$ cat config.mk
export PLATFORM = sky130hd
export DESIGN_NAME = handle_sparse_byte_store_core_flat
export DESIGN_NICKNAME = d
export VERILOG_FILES = /design/src/rtl/hsbs_pkg.sv /design/src/rtl/hsbs_ifs.sv /design/src/rtl/hsbs_ram.sv /design/src/rtl/hsbs_regions.sv /design/src/rtl/handle_sparse_byte_store_core.sv /design/src/flat_wrapper.sv
export VERILOG_INCLUDE_DIRS = /design/src /design/src/rtl
export SDC_FILE = /design/constraint.sdc
export NUM_CORES = 2
export LEC_CHECK = 0
export BUFFER_PORTS_ARGS = -buffer_cell sky130_fd_sc_hd__buf_2
export CAP_MARGIN = 25
export CORE_UTILIZATION = 60
export CTS_CLUSTER_SIZE = 10
export DETAILED_ROUTE_END_ITERATION = 16
export PLACE_DENSITY = 0.77
export SLEW_MARGIN = 15
export SYNTH_ARGS = -nofsm -noshare
export SYNTH_HDL_FRONTEND = slang
export SYNTH_SLANG_ARGS = --single-unit
$ cat constraint.sdc
create_clock -name clk_i -period 4.4 [get_ports clk_i]
set_clock_uncertainty 0.2 [all_clocks]
set_input_delay 0.88 -clock clk_i [delete_from_list [all_inputs] [get_ports clk_i]]
set_output_delay 0.88 -clock clk_i [all_outputs]
set_load 0.005 [all_outputs]
$ cat src/rtl/handle_sparse_byte_store_core_assert.svh
// ----------------------------------------------------------------------------
// Assertion macros
// Shared concurrent assertion wrappers for the sparse byte store RTL.
// ----------------------------------------------------------------------------
`ifndef HANDLE_SPARSE_BYTE_STORE_CORE_ASSERT_SVH
`define HANDLE_SPARSE_BYTE_STORE_CORE_ASSERT_SVH

// Property that must hold at every clock edge outside reset.
`define HSBS_ASSERT(lbl, clk, rst_n, prop) \
  lbl: assert property (@(posedge clk) disable iff (!rst_n) (prop)) \
    else $error("hsbs: assertion failed");

// Condition that must never be true outside reset.
`define HSBS_ASSERT_NEVER(lbl, clk, rst_n, cond) \
  `HSBS_ASSERT(lbl, clk, rst_n, !(cond))

`endif

$ cat src/rtl/hsbs_pkg.sv
// ----------------------------------------------------------------------------
// hsbs_pkg
// Sizes, request codes and shared types of the sparse byte store.
// ----------------------------------------------------------------------------
package hsbs_pkg;

  // Table and region dimensions.
  localparam int NUM_REGIONS = 8;
  localparam int NUM_SLOTS   = 64;
  localparam int OFFSET_BITS = 24;

  // Handles are three bits wide, so at most eight regions are reachable.
  localparam int HANDLE_W   = 3;
  localparam int HANDLE_CNT = (NUM_REGIONS < (1 << HANDLE_W)) ? NUM_REGIONS : (1 << HANDLE_W);
  localparam int REGION_IW  = (HANDLE_CNT > 1) ? $clog2(HANDLE_CNT) : 1;
  localparam int SLOT_IW    = (NUM_SLOTS > 1) ? $clog2(NUM_SLOTS) : 1;
  localparam int SIZE_W     = OFFSET_BITS + 1;
  localparam int DATA_W     = 16;
  localparam int REQ_W      = 3;

  // Request codes.
  localparam logic [REQ_W-1:0] REQ_ALLOC   = 3'd0;
  localparam logic [REQ_W-1:0] REQ_FREE    = 3'd1;
  localparam logic [REQ_W-1:0] REQ_READ8   = 3'd2;
  localparam logic [REQ_W-1:0] REQ_WRITE8  = 3'd3;
  localparam logic [REQ_W-1:0] REQ_READ16  = 3'd4;
  localparam logic [REQ_W-1:0] REQ_WRITE16 = 3'd5;

  // One entry of the byte slot table.
  typedef struct packed {
    logic [HANDLE_W-1:0]    owner;
    logic [OFFSET_BITS-1:0] offset;
    logic [7:0]             data;
  } slot_entry_t;

  // Commands from the sequencer to the region table.
  typedef struct packed {
    logic              alloc;
    logic              drop;
    logic [SIZE_W-1:0] size;
  } region_cmd_t;

  // Status from the region table to the sequencer.
  typedef struct packed {
    logic                alloc_ok;
    logic [HANDLE_W-1:0] alloc_handle;
    logic                handle_ok;
    logic                access_ok;
  } region_sts_t;

endpackage

$ cat src/rtl/hsbs_ifs.sv
// ----------------------------------------------------------------------------
// hsbs request and response interfaces
// Valid/ready channels carrying request and response beats.
// ----------------------------------------------------------------------------
interface hsbs_req_if;
  import hsbs_pkg::*;

  logic                   valid;
  logic                   ready;
  logic [REQ_W-1:0]       req_type;
  logic [HANDLE_W-1:0]    handle;
  logic [OFFSET_BITS-1:0] offset;
  logic [SIZE_W-1:0]      alloc_size;
  logic [DATA_W-1:0]      write_data;

  modport source (
    output valid, req_type, handle, offset, alloc_size, write_data,
    input  ready
  );
  modport sink (
    input  valid, req_type, handle, offset, alloc_size, write_data,
    output ready
  );
endinterface

interface hsbs_rsp_if;
  import hsbs_pkg::*;

  logic                valid;
  logic                ready;
  logic                ok;
  logic [HANDLE_W-1:0] granted_handle;
  logic [DATA_W-1:0]   read_data;

  modport source (
    output valid, ok, granted_handle, read_data,
    input  ready
  );
  modport sink (
    input  valid, ok, granted_handle, read_data,
    output ready
  );
endinterface

$ cat src/rtl/hsbs_ram.sv
// ----------------------------------------------------------------------------
// hsbs_ram
// Generic single-write, single-read RAM with a registered read port.
// ----------------------------------------------------------------------------
module hsbs_ram #(
  parameter int WIDTH = 8,
  parameter int DEPTH = 64
) (
  input  logic                                   clk_i,
  input  logic                                   we_i,
  input  logic [((DEPTH > 1) ? $clog2(DEPTH) : 1)-1:0] waddr_i,
  input  logic [WIDTH-1:0]                       wdata_i,
  input  logic                                   re_i,
  input  logic [((DEPTH > 1) ? $clog2(DEPTH) : 1)-1:0] raddr_i,
  output logic [WIDTH-1:0]                       rdata_o
);

  logic [WIDTH-1:0] mem_q [DEPTH];
  logic [WIDTH-1:0] rdata_q;

  // Write port.
  always_ff @(posedge clk_i) begin
    if (we_i) begin
      mem_q[waddr_i] <= wdata_i;
    end
  end

  // Registered read port.
  always_ff @(posedge clk_i) begin
    if (re_i) begin
      rdata_q <= mem_q[raddr_i];
    end
  end

  assign rdata_o = rdata_q;

endmodule

$ cat src/rtl/hsbs_regions.sv
// ----------------------------------------------------------------------------
// hsbs_regions
// Region table: in-use flags and sizes, lowest-free allocation, access checks.
// ----------------------------------------------------------------------------
module hsbs_regions (
  input  logic                          clk_i,
  input  logic                          rst_ni,
  input  hsbs_pkg::region_cmd_t         cmd_i,
  input  logic [hsbs_pkg::HANDLE_W-1:0] qry_handle_i,
  input  logic [hsbs_pkg::SIZE_W-1:0]   qry_addr_i,
  output hsbs_pkg::region_sts_t         sts_o
);
  import hsbs_pkg::*;

  localparam logic [SIZE_W-1:0] SIZE_LIMIT = SIZE_W'(1) << OFFSET_BITS;

  logic [HANDLE_CNT-1:0] in_use_q, in_use_d;
  logic [SIZE_W-1:0]     size_q [HANDLE_CNT];

  logic                 free_found;
  logic [HANDLE_W-1:0]  free_handle;
  logic                 in_range;
  logic [REGION_IW-1:0] qry_idx;
  logic [REGION_IW-1:0] alloc_idx;
  logic [SIZE_W-1:0]    sat_size;

  // Lowest handle that is not in use.
  always_comb begin
    free_found  = 1'b0;
    free_handle = '0;
    for (int i = HANDLE_CNT - 1; i >= 0; i--) begin
      if (!in_use_q[i]) begin
        free_found  = 1'b1;
        free_handle = HANDLE_W'(i);
      end
    end
  end

  assign alloc_idx = free_handle[REGION_IW-1:0];
  assign qry_idx   = qry_handle_i[REGION_IW-1:0];
  assign in_range  = (32'(qry_handle_i) < HANDLE_CNT);
  assign sat_size  = (cmd_i.size > SIZE_LIMIT) ? SIZE_LIMIT : cmd_i.size;

  // Status toward the sequencer.
  always_comb begin
    sts_o.alloc_ok     = free_found;
    sts_o.alloc_handle = free_found ? free_handle : '0;
    sts_o.handle_ok    = in_range && in_use_q[qry_idx];
    sts_o.access_ok    = in_range && in_use_q[qry_idx] && (qry_addr_i < size_q[qry_idx]);
  end

  // In-use flag updates.
  always_comb begin
    in_use_d = in_use_q;
    if (cmd_i.alloc && free_found) begin
      in_use_d[alloc_idx] = 1'b1;
    end
    if (cmd_i.drop && in_range) begin
      in_use_d[qry_idx] = 1'b0;
    end
  end

  always_ff @(posedge clk_i or negedge rst_ni) begin
    if (!rst_ni) begin
      in_use_q <= '0;
    end else begin
      in_use_q <= in_use_d;
    end
  end

  // Region sizes are only looked at while the region is in use.
  always_ff @(posedge clk_i) begin
    if (cmd_i.alloc && free_found) begin
      size_q[alloc_idx] <= sat_size;
    end
  end

endmodule

$ cat src/rtl/handle_sparse_byte_store_core.sv
// ----------------------------------------------------------------------------
// handle_sparse_byte_store_core
// Handle-based sparse byte memory with a scanned byte slot table.
// ----------------------------------------------------------------------------
// Requests arrive one beat at a time on req_i and each gives one beat on
// rsp_o. Alloc, failed checks and unknown requests go from dispatch straight
// to the response state. A byte read or write scans the slot table in a RAM
// with one read port, one slot per cycle; a match ends the scan early. Free
// scans the whole table to drop the handle's bytes. 16-bit accesses run two
// byte scans. The next request beat is taken in the same cycle that the
// response is offered, as soon as the sequencer is idle, while that response
// may still wait in the output register.
`include "handle_sparse_byte_store_core_assert.svh"

module handle_sparse_byte_store_core (
  input  logic        clk_i,
  input  logic        rst_ni,
  hsbs_req_if.sink    req_i,
  hsbs_rsp_if.source  rsp_o
);
  import hsbs_pkg::*;

  // Sequencer states.
  localparam logic [2:0] ST_IDLE     = 3'd0;
  localparam logic [2:0] ST_DISPATCH = 3'd1;
  localparam logic [2:0] ST_SCAN     = 3'd2;
  localparam logic [2:0] ST_RESOLVE  = 3'd3;
  localparam logic [2:0] ST_RESP     = 3'd4;

  localparam logic [SLOT_IW-1:0] LAST_SLOT = SLOT_IW'(NUM_SLOTS - 1);

  logic [2:0] state_q, state_d;

  // Latched request.
  logic [REQ_W-1:0]    req_type_q, req_type_d;
  logic [HANDLE_W-1:0] handle_q, handle_d;
  logic [SIZE_W-1:0]   addr_q, addr_d;
  logic [SIZE_W-1:0]   size_q, size_d;
  logic [DATA_W-1:0]   wdata_q, wdata_d;
  logic                phase_q, phase_d;
  logic [7:0]          lo_byte_q, lo_byte_d;

  // Scan engine.
  logic               issue_q, issue_d;
  logic [SLOT_IW-1:0] rd_idx_q, rd_idx_d;
  logic               cmp_vld_q, cmp_vld_d;
  logic [SLOT_IW-1:0] cmp_idx_q, cmp_idx_d;
  logic               match_q, match_d;
  logic [SLOT_IW-1:0] match_idx_q, match_idx_d;
  logic [7:0]         match_byte_q, match_byte_d;
  logic               free_q, free_d;
  logic [SLOT_IW-1:0] free_idx_q, free_idx_d;
  logic [NUM_SLOTS-1:0] slot_valid_q, slot_valid_d;

  // Pending result and output register.
  logic                res_ok_q, res_ok_d;
  logic [HANDLE_W-1:0] res_grant_q, res_grant_d;
  logic [DATA_W-1:0]   res_rd_q, res_rd_d;
  logic                out_valid_q, out_valid_d;
  logic                out_ok_q;
  logic [HANDLE_W-1:0] out_grant_q;
  logic [DATA_W-1:0]   out_rd_q;

  // RAM and region table connections.
  logic               ram_we;
  logic [SLOT_IW-1:0] ram_waddr;
  slot_entry_t        ram_wdata;
  logic               ram_re;
  slot_entry_t        ram_rdata;
  region_cmd_t        region_cmd;
  region_sts_t        region_sts;

  logic         req_fire;
  logic         out_free;
  logic         owner_hit;
  logic         lookup_hit;
  logic         is_write;
  logic         is_wide;
  logic         can_write;
  logic [7:0]   byte_val;
  logic [7:0]   wr_byte;
  logic [SLOT_IW-1:0] wr_target;

  assign req_fire    = req_i.valid && req_i.ready;
  assign req_i.ready = (state_q == ST_IDLE);
  assign out_free    = !out_valid_q || rsp_o.ready;

  assign rsp_o.valid          = out_valid_q;
  assign rsp_o.ok             = out_ok_q;
  assign rsp_o.granted_handle = out_grant_q;
  assign rsp_o.read_data      = out_rd_q;

  // Slot byte table.
  hsbs_ram #(
    .WIDTH ($bits(slot_entry_t)),
    .DEPTH (NUM_SLOTS)
  ) u_slot_ram (
    .clk_i   (clk_i),
    .we_i    (ram_we),
    .waddr_i (ram_waddr),
    .wdata_i (ram_wdata),
    .re_i    (ram_re),
    .raddr_i (rd_idx_q),
    .rdata_o (ram_rdata)
  );

  // Region flags, sizes and checks.
  hsbs_regions u_regions (
    .clk_i        (clk_i),
    .rst_ni       (rst_ni),
    .cmd_i        (region_cmd),
    .qry_handle_i (handle_q),
    .qry_addr_i   (addr_q),
    .sts_o        (region_sts)
  );

  // Compare of the slot read in the previous cycle.
  assign owner_hit  = cmp_vld_q && slot_valid_q[cmp_idx_q] && (ram_rdata.owner == handle_q);
  assign lookup_hit = owner_hit && ({1'b0, ram_rdata.offset} == addr_q);

  assign is_write  = (req_type_q == REQ_WRITE8) || (req_type_q == REQ_WRITE16);
  assign is_wide   = (req_type_q == REQ_READ16) || (req_type_q == REQ_WRITE16);
  assign byte_val  = match_q ? match_byte_q : 8'h00;
  assign wr_byte   = phase_q ? wdata_q[15:8] : wdata_q[7:0];
  assign wr_target = match_q ? match_idx_q : free_idx_q;
  assign can_write = match_q || free_q;
  assign ram_re    = (state_q == ST_SCAN) && issue_q;

  // Sequencer.
  always_comb begin
    state_d      = state_q;
    req_type_d   = req_type_q;
    handle_d     = handle_q;
    addr_d       = addr_q;
    size_d       = size_q;
    wdata_d      = wdata_q;
    phase_d      = phase_q;
    lo_byte_d    = lo_byte_q;
    issue_d      = issue_q;
    rd_idx_d     = rd_idx_q;
    cmp_vld_d    = 1'b0;
    cmp_idx_d    = cmp_idx_q;
    match_d      = match_q;
    match_idx_d  = match_idx_q;
    match_byte_d = match_byte_q;
    free_d       = free_q;
    free_idx_d   = free_idx_q;
    slot_valid_d = slot_valid_q;
    res_ok_d     = res_ok_q;
    res_grant_d  = res_grant_q;
    res_rd_d     = res_rd_q;
    out_valid_d  = out_valid_q && !rsp_o.ready;
    ram_we       = 1'b0;
    ram_waddr    = wr_target;
    ram_wdata.owner  = handle_q;
    ram_wdata.offset = addr_q[OFFSET_BITS-1:0];
    ram_wdata.data   = wr_byte;
    region_cmd.alloc = 1'b0;
    region_cmd.drop  = 1'b0;
    region_cmd.size  = size_q;

    unique case (state_q)
      ST_IDLE: begin
        if (req_fire) begin
          req_type_d = req_i.req_type;
          handle_d   = req_i.handle;
          addr_d     = {1'b0, req_i.offset};
          size_d     = req_i.alloc_size;
          wdata_d    = req_i.write_data;
          phase_d    = 1'b0;
          state_d    = ST_DISPATCH;
        end
      end

      ST_DISPATCH: begin
        // Default to a failed response; scans override below.
        res_ok_d    = 1'b0;
        res_grant_d = '0;
        res_rd_d    = '0;
        state_d     = ST_RESP;
        issue_d     = 1'b1;
        rd_idx_d    = '0;
        match_d     = 1'b0;
        free_d      = 1'b0;
        unique case (req_type_q)
          REQ_ALLOC: begin
            region_cmd.alloc = 1'b1;
            res_ok_d         = region_sts.alloc_ok;
            res_grant_d      = region_sts.alloc_handle;
          end
          REQ_FREE: begin
            if (region_sts.handle_ok) begin
              region_cmd.drop = 1'b1;
              state_d         = ST_SCAN;
            end
          end
          REQ_READ8, REQ_WRITE8, REQ_READ16, REQ_WRITE16: begin
            if (region_sts.access_ok) begin
              state_d = ST_SCAN;
            end
          end
          default: begin
            state_d = ST_RESP;
          end
        endcase
      end

      ST_SCAN: begin
        // Issue one slot read per cycle.
        if (issue_q) begin
          cmp_vld_d = 1'b1;
          cmp_idx_d = rd_idx_q;
          rd_idx_d  = rd_idx_q + SLOT_IW'(1);
          if (rd_idx_q == LAST_SLOT) begin
            issue_d = 1'b0;
          end
        end
        if (req_type_q == REQ_FREE) begin
          // Drop every slot owned by the freed handle.
          if (owner_hit) begin
            slot_valid_d[cmp_idx_q] = 1'b0;
          end
          if (cmp_vld_q && (cmp_idx_q == LAST_SLOT)) begin
            res_ok_d = 1'b1;
            state_d  = ST_RESP;
          end
        end else begin
          // Track the lowest empty slot in case no match turns up.
          if (cmp_vld_q && !slot_valid_q[cmp_idx_q] && !free_q) begin
            free_d     = 1'b1;
            free_idx_d = cmp_idx_q;
          end
          if (lookup_hit) begin
            match_d      = 1'b1;
            match_idx_d  = cmp_idx_q;
            match_byte_d = ram_rdata.data;
            state_d      = ST_RESOLVE;
          end else if (cmp_vld_q && (cmp_idx_q == LAST_SLOT)) begin
            state_d = ST_RESOLVE;
          end
        end
        if (state_d != ST_SCAN) begin
          cmp_vld_d = 1'b0;
        end
      end

      ST_RESOLVE: begin
        if (is_write) begin
          if (can_write) begin
            ram_we                  = 1'b1;
            slot_valid_d[wr_target] = 1'b1;
            if (is_wide && !phase_q) begin
              phase_d = 1'b1;
              addr_d  = addr_q + SIZE_W'(1);
              state_d = ST_DISPATCH;
            end else begin
              res_ok_d = 1'b1;
              state_d  = ST_RESP;
            end
          end else begin
            // Table full: a low byte already written stays.
            state_d = ST_RESP;
          end
        end else begin
          if (is_wide && !phase_q) begin
            lo_byte_d = byte_val;
            phase_d   = 1'b1;
            addr_d    = addr_q + SIZE_W'(1);
            state_d   = ST_DISPATCH;
          end else begin
            res_ok_d = 1'b1;
            res_rd_d = is_wide ? {byte_val, lo_byte_q} : {8'h00, byte_val};
            state_d  = ST_RESP;
          end
        end
      end

      ST_RESP: begin
        if (out_free) begin
          out_valid_d = 1'b1;
          state_d     = ST_IDLE;
        end
      end

      default: begin
        state_d = ST_IDLE;
      end
    endcase
  end

  // Control registers.
  always_ff @(posedge clk_i or negedge rst_ni) begin
    if (!rst_ni) begin
      state_q      <= ST_IDLE;
      issue_q      <= 1'b0;
      cmp_vld_q    <= 1'b0;
      slot_valid_q <= '0;
      out_valid_q  <= 1'b0;
    end else begin
      state_q      <= state_d;
      issue_q      <= issue_d;
      cmp_vld_q    <= cmp_vld_d;
      slot_valid_q <= slot_valid_d;
      out_valid_q  <= out_valid_d;
    end
  end

  // Payload registers.
  always_ff @(posedge clk_i) begin
    req_type_q   <= req_type_d;
    handle_q     <= handle_d;
    addr_q       <= addr_d;
    size_q       <= size_d;
    wdata_q      <= wdata_d;
    phase_q      <= phase_d;
    lo_byte_q    <= lo_byte_d;
    rd_idx_q     <= rd_idx_d;
    cmp_idx_q    <= cmp_idx_d;
    match_q      <= match_d;
    match_idx_q  <= match_idx_d;
    match_byte_q <= match_byte_d;
    free_q       <= free_d;
    free_idx_q   <= free_idx_d;
    res_ok_q     <= res_ok_d;
    res_grant_q  <= res_grant_d;
    res_rd_q     <= res_rd_d;
    if ((state_q == ST_RESP) && out_free) begin
      out_ok_q    <= res_ok_q;
      out_grant_q <= res_grant_q;
      out_rd_q    <= res_rd_q;
    end
  end

  // A written slot is marked valid right after the table write.
  `HSBS_ASSERT(a_write_sets_valid, clk_i, rst_ni, ram_we |=> slot_valid_q[$past(ram_waddr)])
  // An accepted beat always moves the sequencer into dispatch.
  `HSBS_ASSERT(a_accept_dispatch, clk_i, rst_ni, req_fire |=> (state_q == ST_DISPATCH))
  // The last slot compare never sees another read still being issued.
  `HSBS_ASSERT_NEVER(a_scan_overrun, clk_i, rst_ni, cmp_vld_q && (cmp_idx_q == LAST_SLOT) && issue_q)
  // A response beat only appears out of the response state.
  `HSBS_ASSERT(a_resp_source, clk_i, rst_ni, $rose(out_valid_q) |-> ($past(state_q) == ST_RESP))

endmodule
$ cat src/flat_wrapper.sv
// flat-port wrapper written by rule: the top's interface ports become plain ports
module handle_sparse_byte_store_core_flat import hsbs_pkg::*;
  (clk_i, rst_ni, req_i_valid, req_i_req_type, req_i_handle, req_i_offset, req_i_alloc_size, req_i_write_data, req_i_ready, rsp_o_valid, rsp_o_ok, rsp_o_granted_handle, rsp_o_read_data, rsp_o_ready);
  hsbs_req_if req_i_i ();
  hsbs_rsp_if rsp_o_i ();
  input  logic clk_i;
  input  logic rst_ni;
  input wire logic [$bits(req_i_i.valid)-1:0] req_i_valid;
  input wire logic [$bits(req_i_i.req_type)-1:0] req_i_req_type;
  input wire logic [$bits(req_i_i.handle)-1:0] req_i_handle;
  input wire logic [$bits(req_i_i.offset)-1:0] req_i_offset;
  input wire logic [$bits(req_i_i.alloc_size)-1:0] req_i_alloc_size;
  input wire logic [$bits(req_i_i.write_data)-1:0] req_i_write_data;
  output wire logic [$bits(req_i_i.ready)-1:0] req_i_ready;
  output wire logic [$bits(rsp_o_i.valid)-1:0] rsp_o_valid;
  output wire logic [$bits(rsp_o_i.ok)-1:0] rsp_o_ok;
  output wire logic [$bits(rsp_o_i.granted_handle)-1:0] rsp_o_granted_handle;
  output wire logic [$bits(rsp_o_i.read_data)-1:0] rsp_o_read_data;
  input wire logic [$bits(rsp_o_i.ready)-1:0] rsp_o_ready;
  assign req_i_i.valid = req_i_valid;
  assign req_i_i.req_type = req_i_req_type;
  assign req_i_i.handle = req_i_handle;
  assign req_i_i.offset = req_i_offset;
  assign req_i_i.alloc_size = req_i_alloc_size;
  assign req_i_i.write_data = req_i_write_data;
  assign req_i_ready = req_i_i.ready;
  assign rsp_o_valid = rsp_o_i.valid;
  assign rsp_o_ok = rsp_o_i.ok;
  assign rsp_o_granted_handle = rsp_o_i.granted_handle;
  assign rsp_o_read_data = rsp_o_i.read_data;
  assign rsp_o_i.ready = rsp_o_ready;
  handle_sparse_byte_store_core u_core (.clk_i(clk_i), .rst_ni(rst_ni), .req_i(req_i_i), .rsp_o(rsp_o_i));
endmodule
==> results.ini <==
[grt]
grt_pass1_wl_mm=416
grt_pass1_vias=55600
gr-total-overflow=0
gr-usage-all-layers=0.337
grt_max_degree=91
grt_antenna_before_repair=24

[synth]
synth_xor_area_frac=0.00457
avgSynthCellArea_sq_um=22.5
synth_top_family_by_area=multiplexers
yosys.area_share.simple=0.0222
synth_mux_area_frac=0.174
yosysWarnings=0
ys_types=66
synth_compound_area_frac=0.0140
synth-adder-area-share=0.00309
synth.top_cell.area_share=0.750
synth-async-reset-ratio=0.0288
synth_seq_area_share=0.769
synth-edff-count=2630
ys_top_cells_by_area=edfxtp_1 (75%), mux4_2 (17%), dfrtp_1 (1.9%), nor2_1 (0.56%), nand2_1 (0.52%)
syn_nets=4787
synth_top_cell_by_area=edfxtp_1
synthFlopType=edfxtp_1
syn_area_sq_um=105000
ys_ff_latch=2711
syn-instance-count=4686

[place]
gp_congestion=0.913
dp.final_hpwl_mm=155
post_dp_cell_area_sq_um=111000
port_buffers=96
preCtsSetupSlack_ns=0.865

[cells_and_area]
final_cell_area_sq_um=120000
fin_nets=5289
drive_gt1_frac=0.305
layout_commonest_cell=edfxtp_1
syn_to_final_growth_pct=14.4
layout_common_cells=edfxtp_1 (2630), mux4_2 (792), clkbuf_16 (328)

[critical_path]
required_ns=5.06
start_kind=flop
crit_type=reg2reg
end_kind=flop
crit_fanout=9
crit_arrival_ns=4.32
ff2ff_setup_slack_ns=0.74

[die]
die_h_microns=421
initial_core_util=0.605
io_pins=97
num_rows=153
die_width_microns=421
coreArea_sq_um=174000
die_area_sq_um=177000

[routing]
drt_pass1_iterations=8
vias_per_cell=7.29
dr.first_iter.drc_count=9034
totalWireLength_mm=296
drcViolationCount=0
vias=55400
postRouteAntennaNets=0
routedWlPerCell_microns=38.9

[clock_network]
cts_setup_buffers=0
clk_pin_slew_ns=0.06
numCtsBuffers=324
cts_tree=yes
cts_sinks=2711
h-tree-depth=5
cts_root_buf=clkbuf_16
clkLatencyLatePin_ns=0.96
clockBufferDepth=4

[sta]
slew_headroom=0.256
finalCritPeriodShare=0.832
min_period_ns=3.66
drv_slew=0
setup_violations=0
rsz0062_at_grt=no
hold_ws_ns=0.0729
tns_ns=0
fin_ws_ns=0.737
worst_pin_slew_ns=1.12
clock.fmax_mhz=273
hold_violations=0

[flow_run]
maxCapViolations=0

[pwr]
leakage_nw=38.3
report.power.total_mw=73.6
vdd_drop_max_mv=0.471
power_density_nw_per_um2=611

[hold_path]
hp-class=in2reg

[outcome]
status=complete, no violations

-- report_power, final --
group / internal, mW / switching [mW]
registers: 30.8 / 0.753
clock network: 13.3 / 9.76
logic: 8.08 / 10.8
-- state kept, by name, summed over array words and instances, names as in the netlist, 16 cells and up, named ones only --
register,count
u_core.rsp_o.read_data,16
u_core.u_slot_ram.mem_q,2240
u_core.res_rd_q,16
u_core.wdata_q,16
u_core.u_regions.size_q,200
u_core.size_q,25
u_core.addr_q,25
u_core.slot_valid_q,64
u_core.u_slot_ram.rdata_o,35
-- stage by stage --
stage,std cells,utilization
after floorplan,4686,-
after global placement,7128,0.638
after detailed placement,7128,0.638
after CTS,7576,0.691
after global routing,7582,0.691
final,7591,0.691
-- cells by family after synthesis --
group | Yosys count
multiplexers | 843
adder cells (fa/ha/maj) | 26
AND/OR/NAND/NOR | 502
AO/OA/AOI/OAI | 226
flip-flops | 2711
buffers and inverters | 323
XOR/XNOR | 55
-- worst paths after layout --
check,depth (start not counted),start,end
setup / recovery,7,u_core.match_q$_DFFE_PP_,u_core.slot_valid_q[53]$_DFFE_PN0P_
hold / removal,3,req_i_offset[16],u_core.addr_q[16]$_DFFE_PP_
setup reg to reg,7,u_core.match_q$_DFFE_PP_,u_core.slot_valid_q[53]$_DFFE_PN0P_
hold reg to reg,0,u_core.res_rd_q[0]$_SDFFCE_PN0P_,u_core.rsp_o.read_data[0]$_DFFE_PP_
max in group asynchronous,3,rst_ni,u_core.u_regions.in_use_q[3]$_DFF_PN0_
min in group asynchronous,2,rst_ni,u_core.slot_valid_q[41]$_DFFE_PN0P_
-- synthesized netlist by cell type, types with 27 or more instances --
library cell / count
dfrtp_1: 78
clkbuf_1: 133
inv_1: 84
nand3_1: 66
mux4_2: 792
a31oi_1: 35
buf_1: 28
nor2_1: 157
mux2i_1: 38
edfxtp_1: 2630
nand2_1: 145
o21ai_0: 68
buf_2: 65
a21oi_1: 36
xor2_1: 27
xnor2_1: 28
-- layout make-up --
class / instances / area (sq um)
Antenna cell: 11 / 27.5
Clock buffer: 380 / 8440
Clock inverter: 13 / 121
Fill cell: 9789 / 53700
Inverter: 86 / 323
Multi-Input combinational cell: 1652 / 23500
Sequential cell: 2711 / 81000
Tap cell: 2325 / 2910
Timing Repair Buffer: 413 / 4120
-- metal layers --
metal,up-vias,wire [microns],track usage
met5,-,103,0
met1,28700,99300,0.446
met3,947,38900,0.0896
li1,20600,-,-
met2,5098,141000,0.523
met4,16,16800,0.169
-- critical path: stages (launching register included) --
cell and delay [ns]:
edfxtp_1 0.37, mux2i_1 0.65, o21ai_1 0.51, or2_2 0.69, nor2_4 0.64, buf_4 0.31
nor2_1 0.06, a21oi_1 0.14
-- repair_timing --
item                                   CTS  global route
gates resized for setup                  0             0
endpoints found under the hold margin  135             0
hold buffers                            55             0
(Power assumes the default switching activity.)
